**config.mk**
```make
export PLATFORM = sky130hd
export DESIGN_NAME = crc_framed_command_parser_top
export DESIGN_NICKNAME = d
export VERILOG_FILES = /design/src/design/cfcp_pkg.sv /design/src/design/cfcp_ram.sv /design/src/design/crc_framed_command_parser_top.sv
export SDC_FILE = /design/constraint.sdc
export NUM_CORES = 1
export LEC_CHECK = 0
export ABC_AREA = 1
export BUFFER_PORTS_ARGS = -buffer_cell sky130_fd_sc_hd__buf_4
export CORE_ASPECT_RATIO = 1.1
export CORE_MARGIN = 2
export CORE_UTILIZATION = 59
export DETAILED_ROUTE_END_ITERATION = 7
export PLACE_DENSITY = 0.84
export SLEW_MARGIN = 20
export SYNTH_ARGS = -nofsm -noshare
export SYNTH_HDL_FRONTEND = slang
export SYNTH_HIERARCHICAL = 1
export SYNTH_SLANG_ARGS = --single-unit
```
**constraint.sdc**
```tcl
create_clock -name i_clk -period 6 [get_ports i_clk]
set_input_delay 0.9 -clock i_clk [delete_from_list [all_inputs] [get_ports i_clk]]
set_output_delay 0.9 -clock i_clk [all_outputs]
set_load 0.01 [all_outputs]
```
**src/design/cfcp_pkg.sv**
```systemverilog
// ----------------------------------------------------------------------------
// cfcp_pkg
// Shared types and constants for the framed command parser.
// ----------------------------------------------------------------------------
`default_nettype none
package cfcp_pkg;
    localparam int FRAME_BYTES_DEF = 32;
    localparam logic [31:0] POS_LIMIT = 32'h4348_0000;
    localparam logic [31:0] ACC_LIMIT = 32'h41A0_0000;
    localparam logic [31:0] ONE_BITS  = 32'h3F80_0000;
    localparam logic [15:0] CRC_POLY  = 16'h1021;
    localparam logic [15:0] CRC_INIT  = 16'hFFFF;

    localparam logic [1:0] REG_HDR_FIRST  = 2'd0;
    localparam logic [1:0] REG_HDR_SECOND = 2'd1;
    localparam logic [1:0] REG_VERSION    = 2'd2;
    localparam logic [1:0] REG_CMD_TYPE   = 2'd3;

    typedef struct packed {
        logic [7:0]  rx_byte;
        logic [31:0] arrival_ms;
    } t_in;

    typedef struct packed {
        logic        frame_valid;
        logic [31:0] sequence_no;
        logic [31:0] capture_us;
        logic [31:0] ball_position_bits;
        logic [31:0] confidence_bits;
        logic [31:0] target_position_bits;
        logic [31:0] acceleration_bits;
        logic [7:0]  task_code;
        logic [7:0]  flag_bits;
        logic [31:0] frame_arrival_ms;
        logic [31:0] good_count;
        logic [31:0] bad_count;
    } t_out;

    function automatic logic [15:0] crc_byte(input logic [15:0] crc, input logic [7:0] v);
        logic [15:0] c;
        c = crc ^ {v, 8'h00};
        for (int b = 0; b < 8; b++) begin
            c = c[15] ? ({c[14:0], 1'b0} ^ CRC_POLY) : {c[14:0], 1'b0};
        end
        return c;
    endfunction
endpackage
`default_nettype wire

```
**src/design/cfcp_ram.sv**
```systemverilog
// ----------------------------------------------------------------------------
// cfcp_ram
// Generic single-write, single-read RAM with registered read data.
// ----------------------------------------------------------------------------
`default_nettype none
module cfcp_ram #(
    parameter int WIDTH = 8,
    parameter int DEPTH = 32
) (
    input  wire                      i_clk,
    input  wire                      i_we,
    input  wire [$clog2(DEPTH)-1:0]  i_waddr,
    input  wire [WIDTH-1:0]          i_wdata,
    input  wire [$clog2(DEPTH)-1:0]  i_raddr,
    output logic [WIDTH-1:0]         o_rdata
);
    logic [WIDTH-1:0] r_mem [DEPTH];

    always_ff @(posedge i_clk) begin
        if (i_we) begin
            r_mem[i_waddr] <= i_wdata;
        end
        o_rdata <= r_mem[i_raddr];
    end
endmodule
`default_nettype wire

```
**src/design/crc_framed_command_parser_top.sv**
```systemverilog
// ----------------------------------------------------------------------------
// crc_framed_command_parser_top
// Header hunt, 32-byte frame capture, CRC and field check, resync.
// ----------------------------------------------------------------------------
// Input beat: one received byte plus timestamp (i_in_valid / o_in_stall).
// Output beat: one result per input byte (o_out_valid / i_out_stall).
// Config: i_cfg_valid / o_cfg_ready, index and 8-bit data, taken any time.
// A byte that does not complete a frame goes through the S_OUT state to the
// output register; the next byte is taken the cycle after the result leaves.
// On the 32nd byte a sequencer sweeps the stored frame through
// the one RAM read port: one byte a cycle for CRC and field unpack, and on
// rejection a header search plus a byte-by-byte move of the tail to the
// front. Only one byte is in work.
// The result is held in an output register; while i_out_stall is high the
// block waits with that beat and takes no new byte.
// Synchronous active-low reset clears fill level, counters, config registers,
// the output valid flag and the sequencer; the frame RAM is not cleared.
// ----------------------------------------------------------------------------
`default_nettype none
module crc_framed_command_parser_top #(
    parameter int FRAME_BYTES = cfcp_pkg::FRAME_BYTES_DEF
) (
    input  wire               i_clk,
    input  wire               i_rst_n,
    input  wire               i_in_valid,
    output logic              o_in_stall,
    input  wire cfcp_pkg::t_in  i_in,
    output logic              o_out_valid,
    input  wire               i_out_stall,
    output cfcp_pkg::t_out    o_out,
    input  wire               i_cfg_valid,
    output logic              o_cfg_ready,
    input  wire [1:0]         i_cfg_index,
    input  wire [7:0]         i_cfg_data
);
    import cfcp_pkg::*;

    localparam int AW = $clog2(FRAME_BYTES);

    typedef enum logic [8:0] {
        S_IDLE  = 9'b000000001,
        S_CHK   = 9'b000000010,
        S_FIN   = 9'b000000100,
        S_SRCH  = 9'b000001000,
        S_SRCH2 = 9'b000010000,
        S_MOVE  = 9'b000100000,
        S_MOVE2 = 9'b001000000,
        S_OUT   = 9'b010000000,
        S_WAIT  = 9'b100000000
    } t_state;

    t_state r_state, n_state;
    logic [7:0] r_hf, r_hs, r_ver, r_cmd;
    logic [AW:0] r_fill, n_fill;
    logic [31:0] r_good, n_good, r_bad, n_bad;
    logic [AW:0] r_idx, n_idx;
    logic [AW:0] r_src, n_src;
    logic [AW:0] r_dst, n_dst;
    logic [15:0] r_crc, n_crc;
    logic [7:0]  r_prev, n_prev;
    logic        r_ok, n_ok;
    logic [31:0] r_ms, n_ms;
    t_out        r_out, n_out;
    logic        r_ov, n_ov;
    logic [31:0] r_word, n_word;

    logic         we;
    logic [AW-1:0] waddr, raddr;
    logic [7:0]   wdata, rdata;

    cfcp_ram #(.WIDTH(8), .DEPTH(FRAME_BYTES)) u_ram (
        .i_clk(i_clk), .i_we(we), .i_waddr(waddr), .i_wdata(wdata),
        .i_raddr(raddr), .o_rdata(rdata)
    );

    assign o_cfg_ready = 1'b1;
    assign o_in_stall  = (r_state != S_IDLE) || r_ov;
    assign o_out_valid = r_ov;
    assign o_out       = r_out;

    logic in_acc;
    assign in_acc = i_in_valid && !o_in_stall;

    // byte position of the read data of the previous cycle
    logic [AW:0] rpos;
    assign rpos = r_idx - 1'b1;

    function automatic logic sym_ok(input logic [31:0] raw, input logic [31:0] lim);
        return {1'b0, raw[30:0]} <= lim;
    endfunction

    always_comb begin
        n_state = r_state;
        n_fill = r_fill; n_good = r_good; n_bad = r_bad;
        n_idx = r_idx; n_src = r_src; n_dst = r_dst;
        n_crc = r_crc; n_prev = r_prev; n_ok = r_ok; n_ms = r_ms;
        n_out = r_out; n_ov = r_ov; n_word = r_word;
        we = 1'b0; waddr = '0; wdata = '0; raddr = r_idx[AW-1:0];
        if (r_ov && !i_out_stall) n_ov = 1'b0;
        case (r_state)
            S_IDLE: begin
                if (in_acc) begin
                    n_ms = i_in.arrival_ms;
                    n_out = '0;
                    n_state = S_OUT;
                    if (r_fill == '0) begin
                        if (i_in.rx_byte == r_hf) begin
                            we = 1'b1; waddr = '0; wdata = i_in.rx_byte;
                            n_fill = (AW+1)'(1);
                        end
                    end else if (r_fill == 1) begin
                        if (i_in.rx_byte == r_hs) begin
                            we = 1'b1; waddr = AW'(1); wdata = i_in.rx_byte;
                            n_fill = (AW+1)'(2);
                        end else if (i_in.rx_byte == r_hf) begin
                            we = 1'b1; waddr = '0; wdata = i_in.rx_byte;
                        end else begin
                            n_fill = '0;
                        end
                    end else begin
                        we = 1'b1; waddr = r_fill[AW-1:0]; wdata = i_in.rx_byte;
                        n_fill = r_fill + 1'b1;
                        if (r_fill == (AW+1)'(FRAME_BYTES - 1)) begin
                            n_state = S_CHK;
                            n_idx = '0;
                            n_crc = CRC_INIT;
                            n_ok = 1'b1;
                        end
                    end
                end
            end
            S_CHK: begin
                // read address r_idx issued; data of rpos arrives
                raddr = r_idx[AW-1:0];
                if (r_idx != '0) begin
                    if (rpos == 0 && rdata != r_hf) n_ok = 1'b0;
                    if (rpos == 1 && rdata != r_hs) n_ok = 1'b0;
                    if (rpos == 2 && rdata != r_ver) n_ok = 1'b0;
                    if (rpos == 3 && rdata != r_cmd) n_ok = 1'b0;
                    if (rpos >= 2 && rpos < 30) n_crc = crc_byte(r_crc, rdata);
                    if (rpos == 31 && {rdata, r_prev} != r_crc) n_ok = 1'b0;
                    n_prev = rdata;
                    n_word = {rdata, r_word[31:8]};
                    if (rpos[1:0] == 2'd3) begin
                        case (rpos[AW:2])
                            1: n_out.sequence_no = n_word;
                            2: n_out.capture_us = n_word;
                            3: begin
                                n_out.ball_position_bits = n_word;
                                if (!sym_ok(n_word, POS_LIMIT)) n_ok = 1'b0;
                            end
                            4: begin
                                n_out.confidence_bits = n_word;
                                if (!(n_word == 32'h8000_0000 ||
                                      (!n_word[31] && n_word <= ONE_BITS))) n_ok = 1'b0;
                            end
                            5: begin
                                n_out.target_position_bits = n_word;
                                if (!sym_ok(n_word, POS_LIMIT)) n_ok = 1'b0;
                            end
                            6: begin
                                n_out.acceleration_bits = n_word;
                                if (!sym_ok(n_word, ACC_LIMIT)) n_ok = 1'b0;
                            end
                            7: begin
                                n_out.task_code = n_word[7:0];
                                n_out.flag_bits = n_word[15:8];
                            end
                            default: ;
                        endcase
                    end
                end
                if (r_idx == (AW+1)'(FRAME_BYTES)) n_state = S_FIN;
                else n_idx = r_idx + 1'b1;
            end
            S_FIN: begin
                if (r_ok) begin
                    n_good = r_good + 1'b1;
                    n_fill = '0;
                    n_out.frame_valid = 1'b1;
                    n_out.frame_arrival_ms = r_ms;
                    n_state = S_OUT;
                end else begin
                    n_bad = r_bad + 1'b1;
                    n_out = '0;
                    n_idx = (AW+1)'(1);
                    n_src = '0;
                    n_state = S_SRCH;
                end
            end
            S_SRCH: begin
                // find lowest s in 1..30 with byte[s]==hf and byte[s+1]==hs
                raddr = r_idx[AW-1:0];
                if (r_idx != 1) begin
                    if (r_prev == r_hf && rdata == r_hs && rpos >= 2 && r_src == '0)
                        n_src = rpos - 1'b1;
                    n_prev = rdata;
                end
                if (r_idx == (AW+1)'(FRAME_BYTES)) n_state = S_SRCH2;
                else n_idx = r_idx + 1'b1;
            end
            S_SRCH2: begin
                if (r_src == '0) begin
                    if (r_prev == r_hf) begin
                        we = 1'b1; waddr = '0; wdata = r_hf;
                        n_fill = (AW+1)'(1);
                    end else begin
                        n_fill = '0;
                    end
                    n_state = S_OUT;
                end else begin
                    n_fill = (AW+1)'(FRAME_BYTES) - r_src;
                    n_idx = r_src;
                    n_dst = '0;
                    n_state = S_MOVE;
                end
            end
            S_MOVE: begin
                raddr = r_idx[AW-1:0];
                n_state = S_MOVE2;
            end
            S_MOVE2: begin
                we = 1'b1; waddr = r_dst[AW-1:0]; wdata = rdata;
                n_dst = r_dst + 1'b1;
                if (r_idx == (AW+1)'(FRAME_BYTES - 1)) begin
                    n_state = S_OUT;
                end else begin
                    n_idx = r_idx + 1'b1;
                    n_state = S_MOVE;
                end
            end
            S_OUT: begin
                if (!r_ov) begin
                    n_out.good_count = r_good;
                    n_out.bad_count = r_bad;
                    n_ov = 1'b1;
                    n_state = S_IDLE;
                end
            end
            default: n_state = S_IDLE;
        endcase
    end

    always_ff @(posedge i_clk) begin
        if (!i_rst_n) begin
            r_state <= S_IDLE;
            r_fill <= '0; r_good <= '0; r_bad <= '0; r_ov <= 1'b0;
            r_hf <= '0; r_hs <= '0; r_ver <= '0; r_cmd <= '0;
        end else begin
            r_state <= n_state;
            r_fill <= n_fill; r_good <= n_good; r_bad <= n_bad; r_ov <= n_ov;
            if (i_cfg_valid && o_cfg_ready) begin
                case (i_cfg_index)
                    REG_HDR_FIRST:  r_hf <= i_cfg_data;
                    REG_HDR_SECOND: r_hs <= i_cfg_data;
                    REG_VERSION:    r_ver <= i_cfg_data;
                    REG_CMD_TYPE:   r_cmd <= i_cfg_data;
                    default: ;
                endcase
            end
        end
    end

    always_ff @(posedge i_clk) begin
        r_idx <= n_idx; r_src <= n_src; r_dst <= n_dst; r_crc <= n_crc;
        r_prev <= n_prev; r_ok <= n_ok; r_ms <= n_ms; r_out <= n_out;
        r_word <= n_word;
    end
endmodule
`default_nettype wire

```
==> flow_metrics.py <==
metrics = {
    "pwr": {
        "p_clk_share_pct": 23.4,
        "p_switching_mw": 6.468,
        "comb_power_share_pct": 32.2,
        "p_leak_nw": 14.46,
        "p_int_mw": 12.31,
        "pwr-share-seq_pct": 44.4,
        "power_density_nw_per_um2": 496.7,
        "p_sw_share_pct": 34.45,
        "peakVddDrop_mv": 0.3142,
    },
    "route": {
        "wl_per_cell_microns": 20.00,
        "viasPerCell": 5.659,
        "routed_wirelength_microns": 82020,
        "drc": 0,
        "drt_iter0_drc": 2592,
        "drt_first_pass_iters": 6,
        "antenna_left": 0,
        "num_vias": 23214,
    },
    "timing": {
        "rsz0062_at_grt": "no",
        "clock_skew_ns": 0.02591,
        "setup_viol": 0,
        "fmax_mhz": 254.7,
        "min_period_ns": 3.926,
        "hold_viol_final": 0,
        "worst_pin_slew_ns": 1.071,
        "slew_headroom_pct": 28.63,
        "fin_crit_sh_pct": 65.43,
        "slew_viol_final": 0,
        "tns_ns": 0,
    },
    "floorplanning": {
        "die_area_sq_um": 56570,
        "die_y_microns": 249.3,
        "coreArea_sq_um": 53900,
        "ios": 363,
        "die_w_microns": 227.0,
        "start_util_pct": 59.86,
        "row_count": 89,
    },
    "critical_path": {
        "r2r-start": "r_state[4]$_SDFFE_PN0P_",
        "cp_slowest_stage_delay_ns": 0.79,
        "startpoint_type": "flip-flop",
        "end_kind": "flip-flop",
        "r2r_setup_slack_ns": 2.07,
        "reg2regPathDepth": 10,
        "slowest_stage": "nor2_1",
        "arrival_ns": 4.15,
        "cp_common_cell": "nand2_1",
        "worst-path-buf-inv": 2,
        "path_class": "flip-flop to flip-flop",
        "cp_top_family": "simple AND/OR/NAND/NOR gates",
        "path_max_fanout": 40,
        "reg2reg_to": "u_ram/r_mem[19][0]$_DFFE_PP_",
        "required_ns": 6.23,
        "crit_start": "r_state[4]$_SDFFE_PN0P_",
        "path_cells": "nor2_2 > nand2_2 > nor2_4 > nand3_2 > clkinv_1 > buf_4 > nand2_1 > nand2_1 > nand3_1 > nor2_1",
    },
    "clock_network": {
        "cts_buffers": 73,
        "cts-root-buf": "clkbuf_16",
        "cts_tree": "done",
        "cts_hold_buf": 0,
        "postCtsSetupBuffers": 0,
        "clk_latency_ns": 0.62,
        "cts_resized": 0,
        "clock-sinks": 778,
        "htree_levels": 3,
        "max-clock-path-buffers": 3,
        "path_clk_slew_ns": 0.06,
    },
    "global_route": {
        "grt_usage_pct": 28.65,
        "grt_antenna_before_repair": 1,
        "grt_busiest_layer": "met2",
        "grt_overflow": 0,
        "grt_max_degree": 81,
        "met3_usage_pct": 4.883,
        "grt_pass1_vias": 22122,
        "grt_use_met2_pct": 48.28,
        "grt_pass1_wl_microns": 124500,
        "grtUsageMet1_pct": 35.80,
    },
    "hold_path": {
        "hp-class": "flip-flop to flip-flop",
        "hold_depth": 0,
        "min_delay_worst_endpoint": "r_word[11]$_DFFE_PP_",
        "hp-start": "r_word[19]$_DFFE_PP_",
    },
    "placement": {
        "gp_congestion": 0.9273,
        "hpwl_microns": 53700,
        "io_buffer_count": 361,
    },
    "logic_synthesis": {
        "synth_area_sq_um": 32260,
        "dominantRegCellSynth": "edfxtp_1",
        "synth_cell_types": 51,
        "yosysSeqAreaShare_pct": 68.72,
        "ys.warnings.count": 6,
        "synth-edff-count": 659,
        "async_reset_ff_share_pct": 0,
        "synth_cells": 2965,
        "avgSynthCellArea_sq_um": 10.88,
        "synthesis.nets": 3032,
        "ys_ff_latch": 778,
    },
    "cells_and_area": {
        "final_cell_mix": "nand2_1, edfxtp_1, buf_4",
        "post-route-util_pct": 70.14,
        "layout_commonest_cell": "nand2_1",
        "fin_nets": 3386,
        "fillCellCount": 3625,
        "syn2layout_area_growth_pct": 17.17,
        "drive_gt1_share_pct": 15.92,
    },
    "outcome": {
        "status": "completed",
    },
    "flow_run": {
        "drv_cap": 0,
    },
}
## cells by family (layout without fill, tap and decap cells)
family | Yosys count | in the layout | synth area share (%)
simple gates | 1503 | 1503 | 19.74
compound gates | 198 | 198 | 3.289
buf+inv | 373 | 781 | 5.065
other cells | 1 | 2 | 0.01162
fa+ha+maj | 12 | 12 | 0.4654
flops | 778 | 778 | 68.72
xor+xnor | 100 | 100 | 2.715
## synth_stat cells (2+ instances only)
master | number | area share, %
nand2_1 | 747 | 8.7
edfxtp_1 | 659 | 61
nor2_1 | 332 | 3.9
nand3_1 | 277 | 4.3
inv_1 | 250 | 2.9
dfxtp_1 | 119 | 7.4
a21oi_1 | 96 | 1.5
o21ai_0 | 71 | 1.1
nor3_1 | 68 | 1.1
xor2_1 | 64 | 1.7
clkbuf_1 | 47 | 0.55
xnor2_1 | 36 | 0.98
nand4_1 | 33 | 0.64
buf_2 | 28 | 0.43
buf_6 | 24 | 0.84
ha_1 | 12 | 0.47
inv_2 | 9 | 0.10
nor4_1 | 8 | 0.16
or2_2 | 8 | 0.16
buf_1 | 6 | 0.070
nor2_2 | 6 | 0.12
buf_4 | 5 | 0.12
nand2_2 | 5 | 0.097
o211ai_1 | 5 | 0.12
clkinv_1 | 4 | 0.047
o21ai_1 | 4 | 0.062
o21bai_1 | 4 | 0.093
nor2_4 | 3 | 0.10
nor3_2 | 3 | 0.093
nor3b_1 | 3 | 0.070
o22ai_1 | 3 | 0.058
a21o_1 | 2 | 0.047
a21oi_2 | 2 | 0.054
a22oi_1 | 2 | 0.047
a31oi_1 | 2 | 0.039
nand3_2 | 2 | 0.062
nor2_8 | 2 | 0.12
## flip-flops by register name, summed over array words and instances, names as in the netlist, 6 cells and up
name and count:
r_src 6, r_fill 6, r_prev 8, r_word 24, r_hf 8, u_ram/r_mem 256
r_idx 6, r_crc 16, r_cmd 8, u_ram/o_rdata 8, r_good 32, o_out 305
r_bad 32, r_state 8, r_hs 8, r_ver 8, r_ms 32
## final cells by class
cell class                      instances  area [sq um]  share of cell area (%)
Timing Repair Buffer                  389          2960                   7.831
Multi-Input combinational cell       1814          8514                   22.52
Clock buffer                           99          1966                   5.200
Tap cell                              728         910.9                   2.409
Antenna cell                            1         2.502                0.006619
Inverter                              263         991.0                   2.621
Clock inverter                         30         287.8                  0.7612
Sequential cell                       778         22170                   58.65
## metrics by stage
stage	setup WS [ns]	hold WS (ns)	cell area [sq um]	instances	power (mW)
after floorplan	1.581	0.4202	32260	2965	11.44
after global placement	2.030	0.4285	35490	3970	14.09
after detailed placement	1.952	0.4325	35490	3970	14.26
after CTS	2.199	0.4293	37740	4099	18.70
after global routing	1.820	0.4358	37800	4102	19.58
final	2.074	0.4432	37800	4102	18.78
## power by group through the flow
stage	clock network, mW	registers [mW]	logic, mW
3_5_place_dp	0	8.40	5.86
5_1_grt	4.65	8.45	6.49
4_1_cts	4.44	8.34	5.92
6_report	4.40	8.33	6.05
2_1_floorplan	0	8.81	2.63
3_3_place_gp	0	8.35	5.74
## per-layer routing
metal | share of wire (%) | wire length, microns
met5 | 0 | 0
met4 | 4.7 | 3847
met3 | 9.4 | 7720
met2 | 49 | 40550
met1 | 36 | 29900
## how the worst max path moves through the flow
stage	endpoint	slack, ns	depth (start not counted)
after CTS	o_out[129]$_DFFE_PP_	2.20	7
after global placement	u_ram/r_mem[7][1]$_DFFE_PP_	2.03	12
after floorplan	o_out[0]$_SDFFCE_PN0P_	1.58	9
after detailed placement	u_ram/r_mem[19][5]$_DFFE_PP_	1.95	12
after global routing	o_out[192]$_DFFE_PP_	1.82	7
final	u_ram/r_mem[19][0]$_DFFE_PP_	2.07	10
(Power assumes the default switching activity.)
